[src/rtl/core/sws_pkg.sv]
// Shared types and codes for the sliding window sender.
package sws_pkg;

    localparam logic [1:0] CMD_START  = 2'd0;
    localparam logic [1:0] CMD_ACK    = 2'd1;
    localparam logic [1:0] CMD_TICK   = 2'd2;
    localparam logic [1:0] CMD_RESEND = 2'd3;

    localparam logic [1:0] KIND_NEW  = 2'd0;
    localparam logic [1:0] KIND_RETX = 2'd1;
    localparam logic [1:0] KIND_DONE = 2'd2;

    localparam logic [1:0] CFG_WINDOW  = 2'd0;
    localparam logic [1:0] CFG_SEGSIZE = 2'd1;
    localparam logic [1:0] CFG_TIMEOUT = 2'd2;

    typedef struct packed {
        logic [1:0]  command;
        logic [31:0] total_segments;
        logic [31:0] ack_number;
    } cmd_word_t;

    typedef struct packed {
        logic [4:0]  window_limit;
        logic [15:0] segment_bytes;
        logic [31:0] timeout_ticks;
    } cfg_t;

endpackage

[src/rtl/core/sliding_window_sender.sv]
// Sliding window sender for one connection. Command words (start, ack, tick,
// resend) are queued two deep and carried out one at a time by a sequencer.
// A tick or a stale ack is handled in the idle state; a resend first reads the
// ring of sequence numbers, a memory with a registered read, and then emits
// the segment. A start sends segments in turn while the window and the output
// register allow, and then arms the timer; an ack that slides the window frees
// and refills a single ring slot per cycle while the output register is free,
// and then arms the timer. Results leave through an output register, so the
// queue keeps accepting while a result waits to be taken.
module sliding_window_sender
    import sws_pkg::*;
#(
    parameter int RING_DEPTH = 16
)
(
    input  logic        clk,
    input  logic        rst_n,
    input  logic        in_valid,
    output logic        in_ready,
    input  logic [1:0]  command,
    input  logic [31:0] total_segments,
    input  logic [31:0] ack_number,
    output logic        out_valid,
    input  logic        out_ready,
    output logic [31:0] seq_number,
    output logic [15:0] seg_size,
    output logic [1:0]  kind,
    output logic        last_of_run,
    input  logic        cfg_we,
    input  logic [1:0]  cfg_index,
    input  logic [31:0] cfg_wdata
);

    cfg_t      cfg_reg;
    cmd_word_t in_word;
    cmd_word_t q_word;
    logic      q_valid;
    logic      q_pop;

    always_ff @(posedge clk or negedge rst_n)
    begin
        if (!rst_n)
        begin
            cfg_reg.window_limit  <= 5'd5;
            cfg_reg.segment_bytes <= 16'd1460;
            cfg_reg.timeout_ticks <= 32'd1000;
        end
        else if (cfg_we)
        begin
            case (cfg_index)
                CFG_WINDOW:  cfg_reg.window_limit  <= cfg_wdata[4:0];
                CFG_SEGSIZE: cfg_reg.segment_bytes <= cfg_wdata[15:0];
                CFG_TIMEOUT: cfg_reg.timeout_ticks <= cfg_wdata;
                default:     cfg_reg <= cfg_reg;
            endcase
        end
    end

    assign in_word.command        = command;
    assign in_word.total_segments = total_segments;
    assign in_word.ack_number     = ack_number;

    sws_front u_front (
        .clk      (clk),
        .rst_n    (rst_n),
        .in_valid (in_valid),
        .in_ready (in_ready),
        .in_word  (in_word),
        .q_valid  (q_valid),
        .q_word   (q_word),
        .q_pop    (q_pop)
    );

    sws_back #(
        .RING_DEPTH (RING_DEPTH)
    ) u_back (
        .clk         (clk),
        .rst_n       (rst_n),
        .cfg         (cfg_reg),
        .q_valid     (q_valid),
        .q_word      (q_word),
        .q_pop       (q_pop),
        .out_valid   (out_valid),
        .out_ready   (out_ready),
        .seq_number  (seq_number),
        .seg_size    (seg_size),
        .kind        (kind),
        .last_of_run (last_of_run)
    );

endmodule

[src/rtl/core/sws_front.sv]
// Input side: accepts command words into a two-entry queue for the sequencer.
module sws_front
    import sws_pkg::*;
(
    input  logic        clk,
    input  logic        rst_n,
    input  logic        in_valid,
    output logic        in_ready,
    input  cmd_word_t   in_word,
    output logic        q_valid,
    output cmd_word_t   q_word,
    input  logic        q_pop
);

    cmd_word_t  slot_reg [2];
    logic       wptr_reg;
    logic       wptr_next;
    logic       rptr_reg;
    logic       rptr_next;
    logic [1:0] count_reg;
    logic [1:0] count_next;
    logic       push;
    logic       pop;

    assign in_ready = (count_reg != 2'd2);
    assign q_valid  = (count_reg != 2'd0);
    assign q_word   = slot_reg[rptr_reg];
    assign push     = in_valid && in_ready;
    assign pop      = q_pop && q_valid;

    always_comb
    begin
        wptr_next  = push ? ~wptr_reg : wptr_reg;
        rptr_next  = pop ? ~rptr_reg : rptr_reg;
        count_next = count_reg + {1'b0, push} - {1'b0, pop};
    end

    always_ff @(posedge clk or negedge rst_n)
    begin
        if (!rst_n)
        begin
            wptr_reg  <= 1'b0;
            rptr_reg  <= 1'b0;
            count_reg <= 2'd0;
        end
        else
        begin
            wptr_reg  <= wptr_next;
            rptr_reg  <= rptr_next;
            count_reg <= count_next;
        end
    end

    always_ff @(posedge clk)
    begin
        if (push)
        begin
            slot_reg[wptr_reg] <= in_word;
        end
    end

endmodule

[src/rtl/core/sws_back.sv]
// Sequencer: carries out queued commands, keeps the window and emits result words.
module sws_back
    import sws_pkg::*;
#(
    parameter int RING_DEPTH = 16
)
(
    input  logic        clk,
    input  logic        rst_n,
    input  cfg_t        cfg,
    input  logic        q_valid,
    input  cmd_word_t   q_word,
    output logic        q_pop,
    output logic        out_valid,
    input  logic        out_ready,
    output logic [31:0] seq_number,
    output logic [15:0] seg_size,
    output logic [1:0]  kind,
    output logic        last_of_run
);

    localparam int SLOT_W = (RING_DEPTH > 1) ? $clog2(RING_DEPTH) : 1;
    localparam int CNT_W  = $clog2(RING_DEPTH + 1);
    localparam int SUM_W  = CNT_W + 1;

    localparam logic [1:0] ST_IDLE   = 2'd0;
    localparam logic [1:0] ST_SEND   = 2'd1;
    localparam logic [1:0] ST_SLIDE  = 2'd2;
    localparam logic [1:0] ST_RESEND = 2'd3;

    logic [31:0] ring_mem [RING_DEPTH];

    logic [1:0]        state_reg, state_next;
    logic [31:0]       next_seq_reg, next_seq_next;
    logic [31:0]       base_reg, base_next;
    logic [CNT_W-1:0]  inflight_reg, inflight_next;
    logic [SLOT_W-1:0] head_reg, head_next;
    logic [31:0]       length_reg, length_next;
    logic              armed_reg, armed_next;
    logic [31:0]       left_reg, left_next;
    logic [31:0]       tseq_reg, tseq_next;
    logic              tv_reg, tv_next;
    logic [31:0]       toseq_reg, toseq_next;
    logic [CNT_W-1:0]  cnt_reg, cnt_next;
    logic              pend_v_reg, pend_v_next;
    logic [31:0]       pend_seq_reg, pend_seq_next;
    logic [31:0]       rd_reg;
    logic              rd_en;

    logic              out_valid_reg;
    logic [31:0]       out_seq_reg;
    logic [15:0]       out_size_reg;
    logic [1:0]        out_kind_reg;
    logic              out_last_reg;

    logic              push;
    logic [31:0]       push_seq;
    logic [15:0]       push_size;
    logic [1:0]        push_kind;
    logic              push_last;

    logic              ring_we;
    logic [SLOT_W-1:0] ring_addr;

    logic              out_free;
    logic [4:0]        win5;
    logic [CNT_W-1:0]  eff_w;
    logic [31:0]       ack_clamp;
    logic [SLOT_W-1:0] head_inc;
    logic [CNT_W-1:0]  fl_dec;
    logic [CNT_W-1:0]  fl_use;
    logic [SLOT_W-1:0] head_use;
    logic [SUM_W-1:0]  slot_sum;
    logic [SLOT_W-1:0] slot_w;
    logic              can_send;

    assign out_free = !out_valid_reg || out_ready;

    always_comb
    begin
        win5 = cfg.window_limit;
        if (win5 == 5'd0)
        begin
            win5 = 5'd1;
        end
        else if (win5 > 5'(RING_DEPTH))
        begin
            win5 = 5'(RING_DEPTH);
        end
        eff_w = CNT_W'(win5);
    end

    always_comb
    begin
        head_inc = (head_reg == SLOT_W'(RING_DEPTH - 1)) ? '0 : head_reg + 1'b1;
        fl_dec   = inflight_reg - 1'b1;
        // In the slide state the head moves on before the freed slot is refilled.
        head_use = (state_reg == ST_SLIDE) ? head_inc : head_reg;
        fl_use   = (state_reg == ST_SLIDE) ? fl_dec : inflight_reg;
        slot_sum = SUM_W'(head_use) + SUM_W'(fl_use);
        if (slot_sum >= SUM_W'(RING_DEPTH))
        begin
            slot_sum = slot_sum - SUM_W'(RING_DEPTH);
        end
        slot_w   = slot_sum[SLOT_W-1:0];
        can_send = (fl_use < eff_w) && (next_seq_reg < length_reg);
        ack_clamp = (q_word.ack_number > next_seq_reg) ? next_seq_reg : q_word.ack_number;
    end

    always_comb
    begin
        state_next    = state_reg;
        next_seq_next = next_seq_reg;
        base_next     = base_reg;
        inflight_next = inflight_reg;
        head_next     = head_reg;
        length_next   = length_reg;
        armed_next    = armed_reg;
        left_next     = left_reg;
        tseq_next     = tseq_reg;
        tv_next       = tv_reg;
        toseq_next    = toseq_reg;
        cnt_next      = cnt_reg;
        pend_v_next   = pend_v_reg;
        pend_seq_next = pend_seq_reg;
        q_pop         = 1'b0;
        rd_en         = 1'b0;
        ring_we       = 1'b0;
        ring_addr     = slot_w;
        push          = 1'b0;
        push_seq      = pend_seq_reg;
        push_size     = cfg.segment_bytes;
        push_kind     = KIND_NEW;
        push_last     = 1'b0;

        if (out_free)
        begin
            case (state_reg)
                ST_IDLE:
                begin
                    if (q_valid)
                    begin
                        q_pop = 1'b1;
                        case (q_word.command)
                            CMD_START:
                            begin
                                length_next = q_word.total_segments;
                                state_next  = ST_SEND;
                            end
                            CMD_ACK:
                            begin
                                if (ack_clamp > base_reg)
                                begin
                                    if ((next_seq_reg >= length_reg) && (ack_clamp == next_seq_reg))
                                    begin
                                        next_seq_next = '0;
                                        base_next     = '0;
                                        inflight_next = '0;
                                        head_next     = '0;
                                        length_next   = '0;
                                        armed_next    = 1'b0;
                                        left_next     = '0;
                                        tseq_next     = '0;
                                        tv_next       = 1'b0;
                                        toseq_next    = '0;
                                        push          = 1'b1;
                                        push_seq      = ack_clamp;
                                        push_size     = '0;
                                        push_kind     = KIND_DONE;
                                        push_last     = 1'b1;
                                    end
                                    else
                                    begin
                                        cnt_next   = CNT_W'(ack_clamp - base_reg);
                                        base_next  = ack_clamp;
                                        state_next = ST_SLIDE;
                                    end
                                end
                            end
                            CMD_TICK:
                            begin
                                if (armed_reg)
                                begin
                                    if (left_reg <= 32'd1)
                                    begin
                                        tv_next    = 1'b1;
                                        toseq_next = tseq_reg;
                                        left_next  = cfg.timeout_ticks;
                                    end
                                    else
                                    begin
                                        left_next = left_reg - 32'd1;
                                    end
                                end
                            end
                            CMD_RESEND:
                            begin
                                if (tv_reg && (inflight_reg != '0) && (toseq_reg == base_reg))
                                begin
                                    rd_en      = 1'b1;
                                    state_next = ST_RESEND;
                                end
                            end
                            default:
                            begin
                                state_next = ST_IDLE;
                            end
                        endcase
                    end
                end
                ST_SEND, ST_SLIDE:
                begin
                    if ((state_reg == ST_SEND) ? can_send : (cnt_reg != '0))
                    begin
                        if (state_reg == ST_SLIDE)
                        begin
                            head_next     = head_inc;
                            inflight_next = fl_dec;
                            cnt_next      = cnt_reg - 1'b1;
                        end
                        if (can_send)
                        begin
                            ring_we       = 1'b1;
                            inflight_next = fl_use + 1'b1;
                            next_seq_next = next_seq_reg + 32'd1;
                            // A held word goes out only once it is known not to be the last.
                            push          = pend_v_reg;
                            pend_v_next   = 1'b1;
                            pend_seq_next = next_seq_reg;
                        end
                    end
                    else
                    begin
                        armed_next  = 1'b1;
                        left_next   = cfg.timeout_ticks;
                        tseq_next   = base_reg;
                        push        = pend_v_reg;
                        push_last   = 1'b1;
                        pend_v_next = 1'b0;
                        state_next  = ST_IDLE;
                    end
                end
                ST_RESEND:
                begin
                    push       = 1'b1;
                    push_seq   = rd_reg;
                    push_kind  = KIND_RETX;
                    push_last  = 1'b1;
                    state_next = ST_IDLE;
                end
                default:
                begin
                    state_next = ST_IDLE;
                end
            endcase
        end
    end

    always_ff @(posedge clk or negedge rst_n)
    begin
        if (!rst_n)
        begin
            state_reg     <= ST_IDLE;
            next_seq_reg  <= '0;
            base_reg      <= '0;
            inflight_reg  <= '0;
            head_reg      <= '0;
            length_reg    <= '0;
            armed_reg     <= 1'b0;
            left_reg      <= '0;
            tseq_reg      <= '0;
            tv_reg        <= 1'b0;
            toseq_reg     <= '0;
            cnt_reg       <= '0;
            pend_v_reg    <= 1'b0;
            out_valid_reg <= 1'b0;
        end
        else
        begin
            state_reg    <= state_next;
            next_seq_reg <= next_seq_next;
            base_reg     <= base_next;
            inflight_reg <= inflight_next;
            head_reg     <= head_next;
            length_reg   <= length_next;
            armed_reg    <= armed_next;
            left_reg     <= left_next;
            tseq_reg     <= tseq_next;
            tv_reg       <= tv_next;
            toseq_reg    <= toseq_next;
            cnt_reg      <= cnt_next;
            pend_v_reg   <= pend_v_next;
            if (push)
            begin
                out_valid_reg <= 1'b1;
            end
            else if (out_ready)
            begin
                out_valid_reg <= 1'b0;
            end
        end
    end

    always_ff @(posedge clk)
    begin
        pend_seq_reg <= pend_seq_next;
        if (push)
        begin
            out_seq_reg  <= push_seq;
            out_size_reg <= push_size;
            out_kind_reg <= push_kind;
            out_last_reg <= push_last;
        end
        if (ring_we)
        begin
            ring_mem[ring_addr] <= next_seq_reg;
        end
        if (rd_en)
        begin
            rd_reg <= ring_mem[head_reg];
        end
    end

    assign out_valid   = out_valid_reg;
    assign seq_number  = out_seq_reg;
    assign seg_size    = out_size_reg;
    assign kind        = out_kind_reg;
    assign last_of_run = out_last_reg;

endmodule

[config.mk]
export PLATFORM = sky130hd
export DESIGN_NAME = sliding_window_sender
export DESIGN_NICKNAME = d
export VERILOG_FILES = /design/src/rtl/core/sws_pkg.sv /design/src/rtl/core/sliding_window_sender.sv /design/src/rtl/core/sws_front.sv /design/src/rtl/core/sws_back.sv
export SDC_FILE = /design/constraint.sdc
export NUM_CORES = 1
export LEC_CHECK = 0
export BUFFER_PORTS_ARGS = -buffer_cell sky130_fd_sc_hd__buf_4
export CAP_MARGIN = 25
export CORE_MARGIN = 2
export CORE_UTILIZATION = 35
export DETAILED_ROUTE_END_ITERATION = 16
export GPL_TIMING_DRIVEN = 0
export SYNTH_ARGS = -nofsm -noshare
export SYNTH_HDL_FRONTEND = slang
export SYNTH_SLANG_ARGS = --single-unit
export TNS_END_PERCENT = 20
[constraint.sdc]
create_clock -name clk -period 11.5 [get_ports clk]
set_input_delay 1.15 -clock clk [delete_from_list [all_inputs] [get_ports clk]]
set_output_delay 1.15 -clock clk [all_outputs]
set_load 0.005 [all_outputs]
## Word level (Yosys, flattened, before mapping)

Memories as Yosys holds them, arrays and structs flattened. A register that Yosys moved wholly into a read port is not among the register bits.
Index checks and enable logic that the tools add are counted.

| storage, ports and cells | value |
|---|---|
| register bits after elaboration | 352 |
| RAM bits | 644 |
| output and inout port bits | 53 |
| bits in read-only memories | 0 |
| memories | 2 |
| word-level logic and storage cells | 226 |
| bits in latches | 0 |

Memories:

| memory | depth | width | read ports | clocked after Yosys merged registers in | wr ports | line | RTL |
|---|---|---|---|---|---|---|---|
| u_back.ring_mem | 16 | 32 | 1 | 1 | 1 | sws_back.sv:31 | `logic [31:0] ring_mem [RING_DEPTH];` |
| u_front.slot_reg | 2 | 66 | 1 | 0 | 1 | sws_front.sv:15 | `cmd_word_t slot_reg [2];` |

| operators by class | value |
|---|---|
| eq/ne operators | 33 |
| bitwise gates (word level) | 2 |
| reductions and logical operators | 34 |
| order comparisons | 8 |
| $add $sub $neg | 11 |
| shift-type cells | 0 |
| $mul | 0 |
| multiplexer cells | 111 |
| div/mod/pow operators | 0 |

Operators with widths:

| operator | number |
|---|---|
| two-way mux 32 bit | 20 |
| one-hot mux 32 bit (2 select lines) | 7 |
| two-way mux 16 bit | 6 |
| two-way mux 5 bit | 15 |
| == test 32 bit | 2 |
| greater-than comparator 32 bit | 2 |
| two-way mux 1 bit | 36 |
| adder 32 x 1 -> 32 bit, second input constant | 1 |
| greater-or-equal comparator 32 bit | 1 |
| <= comparator 32 x 1 -> 1 bit, second input constant | 1 |
| less-than comparator 32 bit | 1 |
| two-way mux 4 bit | 8 |
| AND reduction 8 bit | 4 |
| subtractor 32 x 1 -> 32 bit, second input constant | 1 |
| AND reduction 7 bit | 3 |
| != test 2 x 1 -> 1 bit, second input constant | 10 |
| one-hot mux 5 bit (2 select lines) | 2 |
| two-way mux 2 bit | 9 |
| != test 3 x 2 -> 1 bit, second input constant | 4 |
| one-hot mux 2 bit (3 select lines) | 2 |
| == test 2 bit, second input constant | 5 |
| != test 2 bit, second input constant | 5 |
| nonzero test 2 bit | 5 |
| nonzero test 5 bit | 2 |
| other kinds (31) | 47 |

## Depth between registers and ports, before layout

Gate-level depths: netlist (run 1).
An unclocked memory read counts as a cell.

| depth | value |
|---|---|
| word-level depth | 12 |
| depth in mapped cells | 26 |
| depth with buffers taken out | 21 |

## Cells and area by module

A second synthesis (run 1) with hierarchy kept.

| second synthesis, totals | value |
|---|---|
| cells, all modules | 2884 |
| area, all modules | 44884.3 um2 |

By module, submodules not included:

| module | cells each | times used | area each (um2) |
|---|---|---|---|
| sws_back | 2549 | 1 | 37606.1 |
| sws_front | 222 | 1 | 5072.4 |
| sliding_window_sender | 113 | 1 | 2205.9 |

## Worst setup path after synthesis (run 1)

Ideal clock, no wire load.

| timing path | value |
|---|---|
| path type | register -> register |
| start | register u_front.rptr_reg |
| end | register u_back.out_kind_reg[0] (netlist: u_back.kind[0]), enable pin |
| setup time | 0.477 ns |
| required time | 11.023 ns |
| stages on the path, launching flop included | 24 |
| clock period less this slack | 8.246 ns |
| arrival time | 7.769 ns |
| setup slack | 3.254 ns |
| path through | dfrtp_1 -> buf_4 -> buf_2 -> mux2_2 -> ha_1 -> nand4_1 -> or3_1 -> or3b_2 -> o21ai_0 -> o21a_1 -> clkbuf_1 -> buf_1 -> nor2_1 -> a21oi_1 -> inv_1 -> ha_1 -> nand4_1 -> or3_1 -> a21o_1 -> a31oi_1 -> o21ai_0 -> o31ai_1 -> nand2_1 -> a21oi_1 |

| on the way | value |
|---|---|
| cells in the longest elaborated chain, start to end | 11 |

RTL lines:

| what | line | RTL |
|---|---|---|
| start, declared | sws_front.sv:18 | `logic rptr_reg;` |
| start signal, assigned | sws_front.sv:49 | `rptr_reg <= rptr_next;` |
| memory (2 x 66 bit) (*) | n/a |  |
| parallel branches: the longest is 6 deep, another holds greater-than comparator 32 bit | n/a |  |
| two-way mux 1 bit (*) | sws_back.sv:144 | `case (q_word.command)` |
| two-way mux 1 bit (*) | sws_back.sv:141 | `if (q_valid)` |
| one-hot mux 1 bit (3 select lines) (*) | sws_back.sv:138 | `case (state_reg)` |
| two-way mux 1 bit (*) | sws_back.sv:136 | `if (out_free)` |
| via u_back.push | sws_back.sv:56 | `logic push;` |
| end signal, assigned | sws_back.sv:311 | `out_kind_reg <= push_kind;` |
| end, declared | sws_back.sv:53 | `logic [1:0] out_kind_reg;` |

Mark *: on every way through the listed nets, which the timed path passes.
A chain may end at the register's enable or synchronous reset.

## Worst setup path in the final report (run 1)

| timing path | value |
|---|---|
| start | register u_front.rptr_reg |
| end | register u_back.out_seq_reg[1] (netlist: u_back.seq_number[1]), data pin |

| on the way | value |
|---|---|
| cells in the longest elaborated chain, start to end | 11 |

RTL lines:

| what | line | RTL |
|---|---|---|
| memory (2 x 66 bit) (*) | n/a |  |
| parallel branches: the longest is 6 deep, another holds greater-than comparator 32 bit | n/a |  |
| two-way mux 32 bit (*) | sws_back.sv:144 |  |
| two-way mux 32 bit (*) | sws_back.sv:141 |  |
| one-hot mux 32 bit (2 select lines) (*) | sws_back.sv:138 |  |
| two-way mux 32 bit (*) | sws_back.sv:136 |  |
| via u_back.push_seq[1] | sws_back.sv:57 | `logic [31:0] push_seq;` |
| end signal, assigned | sws_back.sv:309 | `out_seq_reg <= push_seq;` |
| end, declared | sws_back.sv:51 | `logic [31:0] out_seq_reg;` |

Marked as above.

==> metrics.cfg, run 1 <==
[outcome]
outcome = finished, final reports clean

[clocking]
cts_resized = 0
clk_pin_slew_worst_paths_ns = 0.06
clk_path_buf_depth = 3
insertion_delay_ns = 0.73
clock-sinks = 1028
cts_tree = built
post_cts_buffers = 0
cts_htree_levels = 3
cts_root_buf = clkbuf_16
cts_buffers = 103
cts_hold_buffers = 0

[final_layout]
n_antenna_cell = 0
area_delta_synth_final_pct = 17.7
largest_reg_flops = 512
fin_nets = 3458
multiInputGateArea_um2 = 13800
fin_cells = 4968
num-fill-cells = 11502
stdcell_area_um2 = 52400
drive_above_1_share_pct = 20.5
seqCellArea_um2 = 29500

[synth]
ys_ff_latch = 1028
ys_async_sr_fraction_pct = 26.2
seq_area_frac_synth_pct = 66.4
ys_warn_count = 0
synth_edf_count = 759
synth_nets = 3142
ys_types = 73
synth_area_um2 = 44500
synth.avg_cell_area_um2 = 15.3
synth-main-ff-cell = edfxtp_1
syn_inst = 2914

[global_routing]
grt_pass1_wl_um = 176000
gr-usage-all-layers_pct = 18.2
grt_overflow = 0
grt_pass1_vias = 26556
antenna_found_initial = 5
grt_max_degree = 102

[place]
placed_area_um2 = 48600
hpwlAfterDp_um = 83900
io_buffers = 157
gp_congestion = 0.918
place_worst_setup_slack_ns = 2.86
placed_cells = 4764

[worst_setup_path]
path_max_fanout = 10
critPathArrivalTime_ns = 9.17
path_class = flip-flop to flip-flop
cpMaxStageDelayCell = a21oi_1
cp-end-kind = flip-flop
cp-start-kind = flip-flop
rrSetupSlack_ns = 2.72
cpPeakStageDelay_ns = 0.58
timing.critical_path.required_ns = 11.90
reg2reg_depth = 24
crit_chain = buf_4 -> buf_2 -> mux2_2 -> ha_1 -> nand4_1 -> or3_1 -> or3b_2 -> o21ai_0 -> o21a_1 -> clkbuf_1 -> buf_1 -> nor2_1 -> a21oi_1 -> inv_1 -> ha_1 -> nand4_1 -> or3_1 -> a21o_1 -> a31oi_1 -> o21ai_0 -> o31ai_1 -> nand3_1 -> clkbuf_1 -> a221o_1
worst_r2r_endpoint = u_back.seq_number[1]$_DFFE_PP_
reg2reg_from = u_front.rptr_reg$_DFFE_PN0P_

[die]
core_um2 = 126000
fp.dieH_um = 361
initial_utilization_pct = 35.3
dieWidth_um = 361
num_rows = 130
top_level_ports = 158
die_area_um2 = 130000

[run]
maxCapViolCount = 0

[timing]
fin_crit_sh_pct = 76.3
setup_tns_ns = 0
final_max_slew_viol_count = 0
max_slew_margin_pct = 26.6
fin_ws_ns = 2.72
fin_hold_ws_ns = 0.455
period_minus_slack_ns = 8.78
fmax_ghz = 0.114
rsz0062_at_grt = false
final-hold-violation-count = 0
tightestPinTransition_ns = 1.10
finalSetupViolCount = 0
final.setup_skew_ns = 0.0588

[route]
wl_um = 119000
post_drt_wl_per_cell_um = 24.0
dr.pass1.iters = 6
vias = 26812
avgViaCountPerCell = 5.40
drc = 0
ant_nets = 0
first_iter_violations = 2807

[power_and_ir_drop]
power.density_nw_per_um2 = 271
ir_worst_vdd_v = 0.000166
p_leak_nw = 18.5

[hold_path]
hold_class = primary input to asynchronous set/reset pin

## layer usage
metal | vias up | global-route usage [%] | routed length, um
met3 | 166 | 3.34 | 8970
met4 | 4 | 4.84 | 2840
met5 | - | 0 | 34
met2 | 996 | 28.6 | 55000
met1 | 13813 | 26.0 | 52600
li1 | 11833 | - | -
## power by group
part / switching [mW] / total [mW] / internal [mW]
Clock: 1.47 / 3.52 / 2.05
Sequential: 0.568 / 5.61 / 5.04
Combinational: 3.11 / 5.07 / 1.96
Total: 5.15 / 14.2 / 9.06
## layout make-up
| class | count | area share [%] |
|---|---|---|
| Clock inverter | 61 | 1.44 |
| Timing Repair Buffer | 211 | 4.02 |
| Clock buffer | 132 | 5.36 |
| Inverter | 196 | 1.40 |
| Multi-Input combinational cell | 1549 | 26.3 |
| Tap cell | 1650 | 3.94 |
| Buffer | 141 | 1.09 |
| Sequential cell | 1028 | 56.4 |
## stage by stage
step | utilization (%) | power, mW
finish | 41.6 | 14.2
global route | 41.6 | 14.9
CTS | 41.4 | 14.2
detailed placement | 38.6 | 10.7
global placement | 37.9 | 10.5
floorplan | - | 8.63
## layout by cell type, fill, tap and decap left out, types with 66 or more instances in the layout
| cell type | n |
|---|---|
| clkbuf_16 | 105 |
| nand2_1 | 156 |
| edfxtp_1 | 759 |
| clkbuf_1 | 123 |
| o21ai_0 | 66 |
| a21oi_1 | 126 |
| xnor2_1 | 72 |
| mux4_2 | 160 |
| ha_1 | 121 |
| mux2_2 | 88 |
| dfrtp_1 | 255 |
| buf_4 | 159 |
| nor2_1 | 113 |
| inv_1 | 194 |
| mux2i_1 | 77 |
## cell families after synthesis
family,synth area share (%)
compound gates,7.39
xor+xnor,1.95
fa+ha+maj,3.49
buf+inv,2.94
flops,66.4
mux,12.1
simple gates,5.73
## how the worst max path moves through the flow
stage	from	endpoint	slack (ns)
CTS	u_front.rptr_reg$_DFFE_PN0P_	u_back.seq_number[1]$_DFFE_PP_	2.80
detailed placement	u_front.rptr_reg$_DFFE_PN0P_	u_back.seq_number[2]$_DFFE_PP_	2.86
global route	u_back.next_seq_reg[15]$_DFFE_PN0P_	u_back.seq_number[1]$_DFFE_PP_	2.41
floorplan	u_front.rptr_reg$_DFFE_PN0P_	u_back.kind[0]$_SDFFCE_PP0P_	3.25
global placement	u_back.state_reg[0]$_DFFE_PN0P_	u_back.ring_mem[12][15]$_DFFE_PP_	-0.46
finish	u_front.rptr_reg$_DFFE_PN0P_	u_back.seq_number[1]$_DFFE_PP_	2.72
## critical path, delay by kind of cell, from the launching register on
family,cells,cell delay (ns)
mux,1,0.44
fa+ha+maj,2,0.63
buf+inv,6,2.07
flops,1,0.39
simple gates,7,2.09
compound gates,8,2.81
## cells in the mapped netlist, types with 43 or more instances
cell | number | area share [%]
a21oi_1 | 127 | 1.4
clkbuf_1 | 104 | 0.88
dfrtp_1 | 255 | 14
edfxtp_1 | 759 | 51
ha_1 | 121 | 3.4
inv_1 | 194 | 1.6
mux2_2 | 88 | 2.2
mux2i_1 | 77 | 1.7
mux4_2 | 160 | 8.1
nand2_1 | 156 | 1.3
nand3_1 | 48 | 0.54
nand4_1 | 43 | 0.60
nor2_1 | 128 | 1.1
o21ai_0 | 66 | 0.74
o2bb2ai_1 | 48 | 0.95
xnor2_1 | 72 | 1.4
(Power assumes the default switching activity.)
==> run 2: changes to the inputs <==
Settings changed: ABC_AREA set to 1.
Clock period 11.5 ns to 7.1 ns, I/O delays scaled along.
==> metrics.cfg, run 2 <==
[place]
place_worst_setup_slack_ns = -0.645  ; was 2.86 ns
gp_congestion = 0.936  ; was 0.918
placed_area_um2 = 51000  ; was 48600 um^2
io_buffers = 157  ; unchanged
hpwlAfterDp_um = 106000  ; was 83900 um

[clocking]
insertion_delay_ns = 0.72  ; was 0.73 ns
cts_root_buf = clkbuf_16  ; unchanged
clock-sinks = 1028  ; unchanged
cts_buffers = 105  ; was 103
cts_htree_levels = 3  ; unchanged
cts_tree = built  ; unchanged
clk_pin_slew_worst_paths_ns = 0.08  ; was 0.06 ns
clk_path_buf_depth = 3  ; unchanged

[synth]
synth.top_cells.by_count = nand2_1 (780), edfxtp_1 (759), o21ai_0 (577)  ; was edfxtp_1 (759), dfrtp_1 (255), inv_1 (194)
synth_top_cell_area_share_pct = 49.1  ; was 51.2%
seq_area_frac_synth_pct = 63.6  ; was 66.4%
yosysTopAreaCell = edfxtp_1  ; unchanged
synth-main-ff-cell = edfxtp_1  ; unchanged
ys_async_sr_fraction_pct = 26.2  ; unchanged
synth_nets = 4669  ; was 3142
ys_types = 52  ; was 73
ys_ff_latch = 1028  ; unchanged
synth_area_um2 = 46400  ; was 44500 um^2
yosysMostFrequentCell = nand2_1  ; was edfxtp_1
synth_edf_count = 759  ; unchanged
synth.avg_cell_area_um2 = 10.5  ; was 15.3 um^2
syn_inst = 4441  ; was 2914
ys_warn_count = 0  ; unchanged
synth.area.top_cells = edfxtp_1 (49%), dfrtp_1 (14%), nand2_1 (6.3%), o21ai_0 (6.2%), nor2_1 (4.2%)  ; was edfxtp_1 (51%), dfrtp_1 (14%), mux4_2 (8.1%), ha_1 (3.4%), mux2_2 (2.2%)

[die]
initial_utilization_pct = 35.3  ; about the same
dieWidth_um = 368  ; was 361 um
fp.dieH_um = 368  ; was 361 um
die_area_um2 = 136000  ; was 130000 um^2
top_level_ports = 158  ; unchanged
core_um2 = 132000  ; was 126000 um^2
num_rows = 133  ; was 130

[final_layout]
layout_common_cells = nand2_1 (780), edfxtp_1 (759), o21ai_0 (567)  ; was edfxtp_1 (759), dfrtp_1 (255), inv_1 (194)
stdcell_area_um2 = 55000  ; was 52400 um^2
drive_above_1_share_pct = 11.9  ; was 20.5%
fin_nets = 5004  ; was 3458
final_common_cell = nand2_1  ; was edfxtp_1
area_delta_synth_final_pct = 18.4  ; was 17.7%
finalCoreUtilization_pct = 41.8  ; was 41.6%
largest_reg_flops = 512  ; unchanged

[worst_setup_path]
cpPeakStageDelay_ns = 0.63  ; was 0.58 ns
path_max_fanout = 18  ; was 10
critPathArrivalTime_ns = 7.00  ; was 9.17 ns
cp_common_cell = nand2_1
path_class = flip-flop to flip-flop  ; unchanged
timing.critical_path.required_ns = 7.43  ; was 11.90 ns
cpMaxStageDelayCell = o21ai_0  ; was a21oi_1
cp-end-kind = flip-flop  ; unchanged
cp-start-kind = flip-flop  ; unchanged

[global_routing]
grt_pass1_vias = 34108  ; was 26556
gr-usage-all-layers_pct = 21.2  ; was 18.2%
grt_overflow = 0  ; unchanged
antenna_found_initial = 8  ; was 5
grt_max_degree = 106  ; was 102
grt_pass1_wl_um = 217000  ; was 176000 um

[timing]
final.setup_skew_ns = 0.0450  ; was 0.0588 ns
period_minus_slack_ns = 6.67  ; was 8.78 ns
fmax_ghz = 0.150  ; was 0.114 GHz
rsz0062_at_grt = false  ; unchanged
max_slew_margin_pct = 26.3  ; was 26.6%
tightestPinTransition_ns = 1.11  ; was 1.10 ns
final-hold-violation-count = 0  ; unchanged
finalSetupViolCount = 0  ; unchanged
fin_crit_sh_pct = 94.0  ; was 76.3%
fin_ws_ns = 0.426  ; was 2.72 ns
final_max_slew_viol_count = 0  ; unchanged

[route]
first_iter_violations = 3828  ; was 2807
wl_met3_um = 10800  ; was 8970 um
drc = 0  ; unchanged
dr.pass1.iters = 6  ; unchanged
top_layer = met4  ; was met5
met2_wirelength_um = 68100  ; was 55000 um
ant_nets = 0  ; unchanged
avgViaCountPerCell = 5.23  ; was 5.40
vias = 34610  ; was 26812
wl_met1_um = 61300  ; was 52600 um
wl_um = 145000  ; was 119000 um
post_drt_wl_per_cell_um = 22.0  ; was 24.0 um

[hold_path]
hold_class = primary input to flip-flop  ; was primary input to asynchronous set/reset pin

[power_and_ir_drop]
power.density_nw_per_um2 = 386  ; was 271 nW/um^2
totalPowerFinal_mw = 21.2  ; was 14.2 mW
p_leak_nw = 21.7  ; was 18.5 nW
ir_worst_vdd_v = 0.000243  ; was 0.000166 V

[outcome]
outcome = finished, final reports clean  ; unchanged

[run]
maxCapViolCount = 0  ; unchanged

[run 2: changes by cell type after synthesis, sizes merged, moves of 82 or more]
cell / previous run / this run
nand2: 156 / 787
o21ai: 68 / 597
nor2: 128 / 518
nand3: 48 / 254
mux4: 160 / 0
inv: 195 / 327
o22ai: 3 / 85
[run 2: what timing repair did]
action,CTS,global route
pin swaps,2,0
gates resized for setup,9,32
setup endpoints to repair,91,249
hold endpoints to repair,50,0
buffers inserted,4,0
hold buffers,1,0
gates cloned,0,0
[run 2: stage by stage]
step	setup TNS (ns)	std cells	hold WS, ns
after floorplan	-4.11	4441	0.414
after global placement	-1656.04	6353	0.459
after detailed placement	-28.93	6408	0.459
after CTS	0	6609	0.138
after global routing	0	6620	0.159
final	0	6621	0.182
[run 2: worst max-delay path, delay by kind of cell, from the launching register on]
family                   cells  cell delay [ns]
adder cells (fa/ha/maj)      2             0.47
AND/OR/NAND/NOR             17             1.95
flip-flops                   1             0.41
AO/OA/AOI/OAI                7             1.75
buffers and inverters        8             1.64
[run 2: final timing paths]
kind | from | to | slack [ns] | depth (start not counted)
setup / recovery | u_front.rptr_reg$_DFFE_PN0P_ | u_back.seq_number[24]$_DFFE_PP_ | 0.43 | 34
hold / removal | total_segments[6] | u_front.slot_reg[1][38]$_DFFE_PP_ | 0.18 | 1
setup reg to reg | u_front.rptr_reg$_DFFE_PN0P_ | u_back.seq_number[24]$_DFFE_PP_ | 0.43 | 34
hold reg to reg | u_back.length_reg[28]$_DFFE_PN0P_ | u_back.length_reg[28]$_DFFE_PN0P_ | 0.47 | 2
max in group asynchronous | rst_n | u_back.next_seq_reg[13]$_DFFE_PN0P_ | 5.09 | 4
min in group asynchronous | rst_n | cfg_reg[24]$_DFFE_PN0P_ | 0.54 | 2
[run 2: layout make-up]
class	count	area, um^2
fill	12483	76600
sequential	1028	29500
multi-input combinational	2852	14900
clock buffer	138	2900
timing repair buffer	229	2530
tap	1755	2200
inverter	331	1240
buffer	229	966
clock inverter	58	693
antenna	1	2.50
[run 2: logic make-up (layout without fill, tap and decap cells)]
kind of cell	after synthesis	after routing	share of synthesized area, %
xor+xnor	62	62	1.17
mux	15	15	0.364
flops	1028	1028	63.6
compound gates	870	870	10.4
fa+ha+maj	123	123	3.35
simple gates	1782	1782	16.4
other cells	0	1	0
buf+inv	561	985	4.74
[run 2: where the power goes]
part | total, mW | switching [mW] | internal, mW | leakage, nW
sequential | 8.22 | 0.500 | 7.72 | 10.5
combinational | 7.29 | 5.14 | 2.14 | 9.48
clock | 5.72 | 2.43 | 3.30 | 1.74
[run 2: routing by layer]
metal  track usage [%]  vias up
met5                 0        -
met2              34.7     1266
met4              7.70        0
met3              3.44      232
li1                  -    16189
met1              28.3    16923
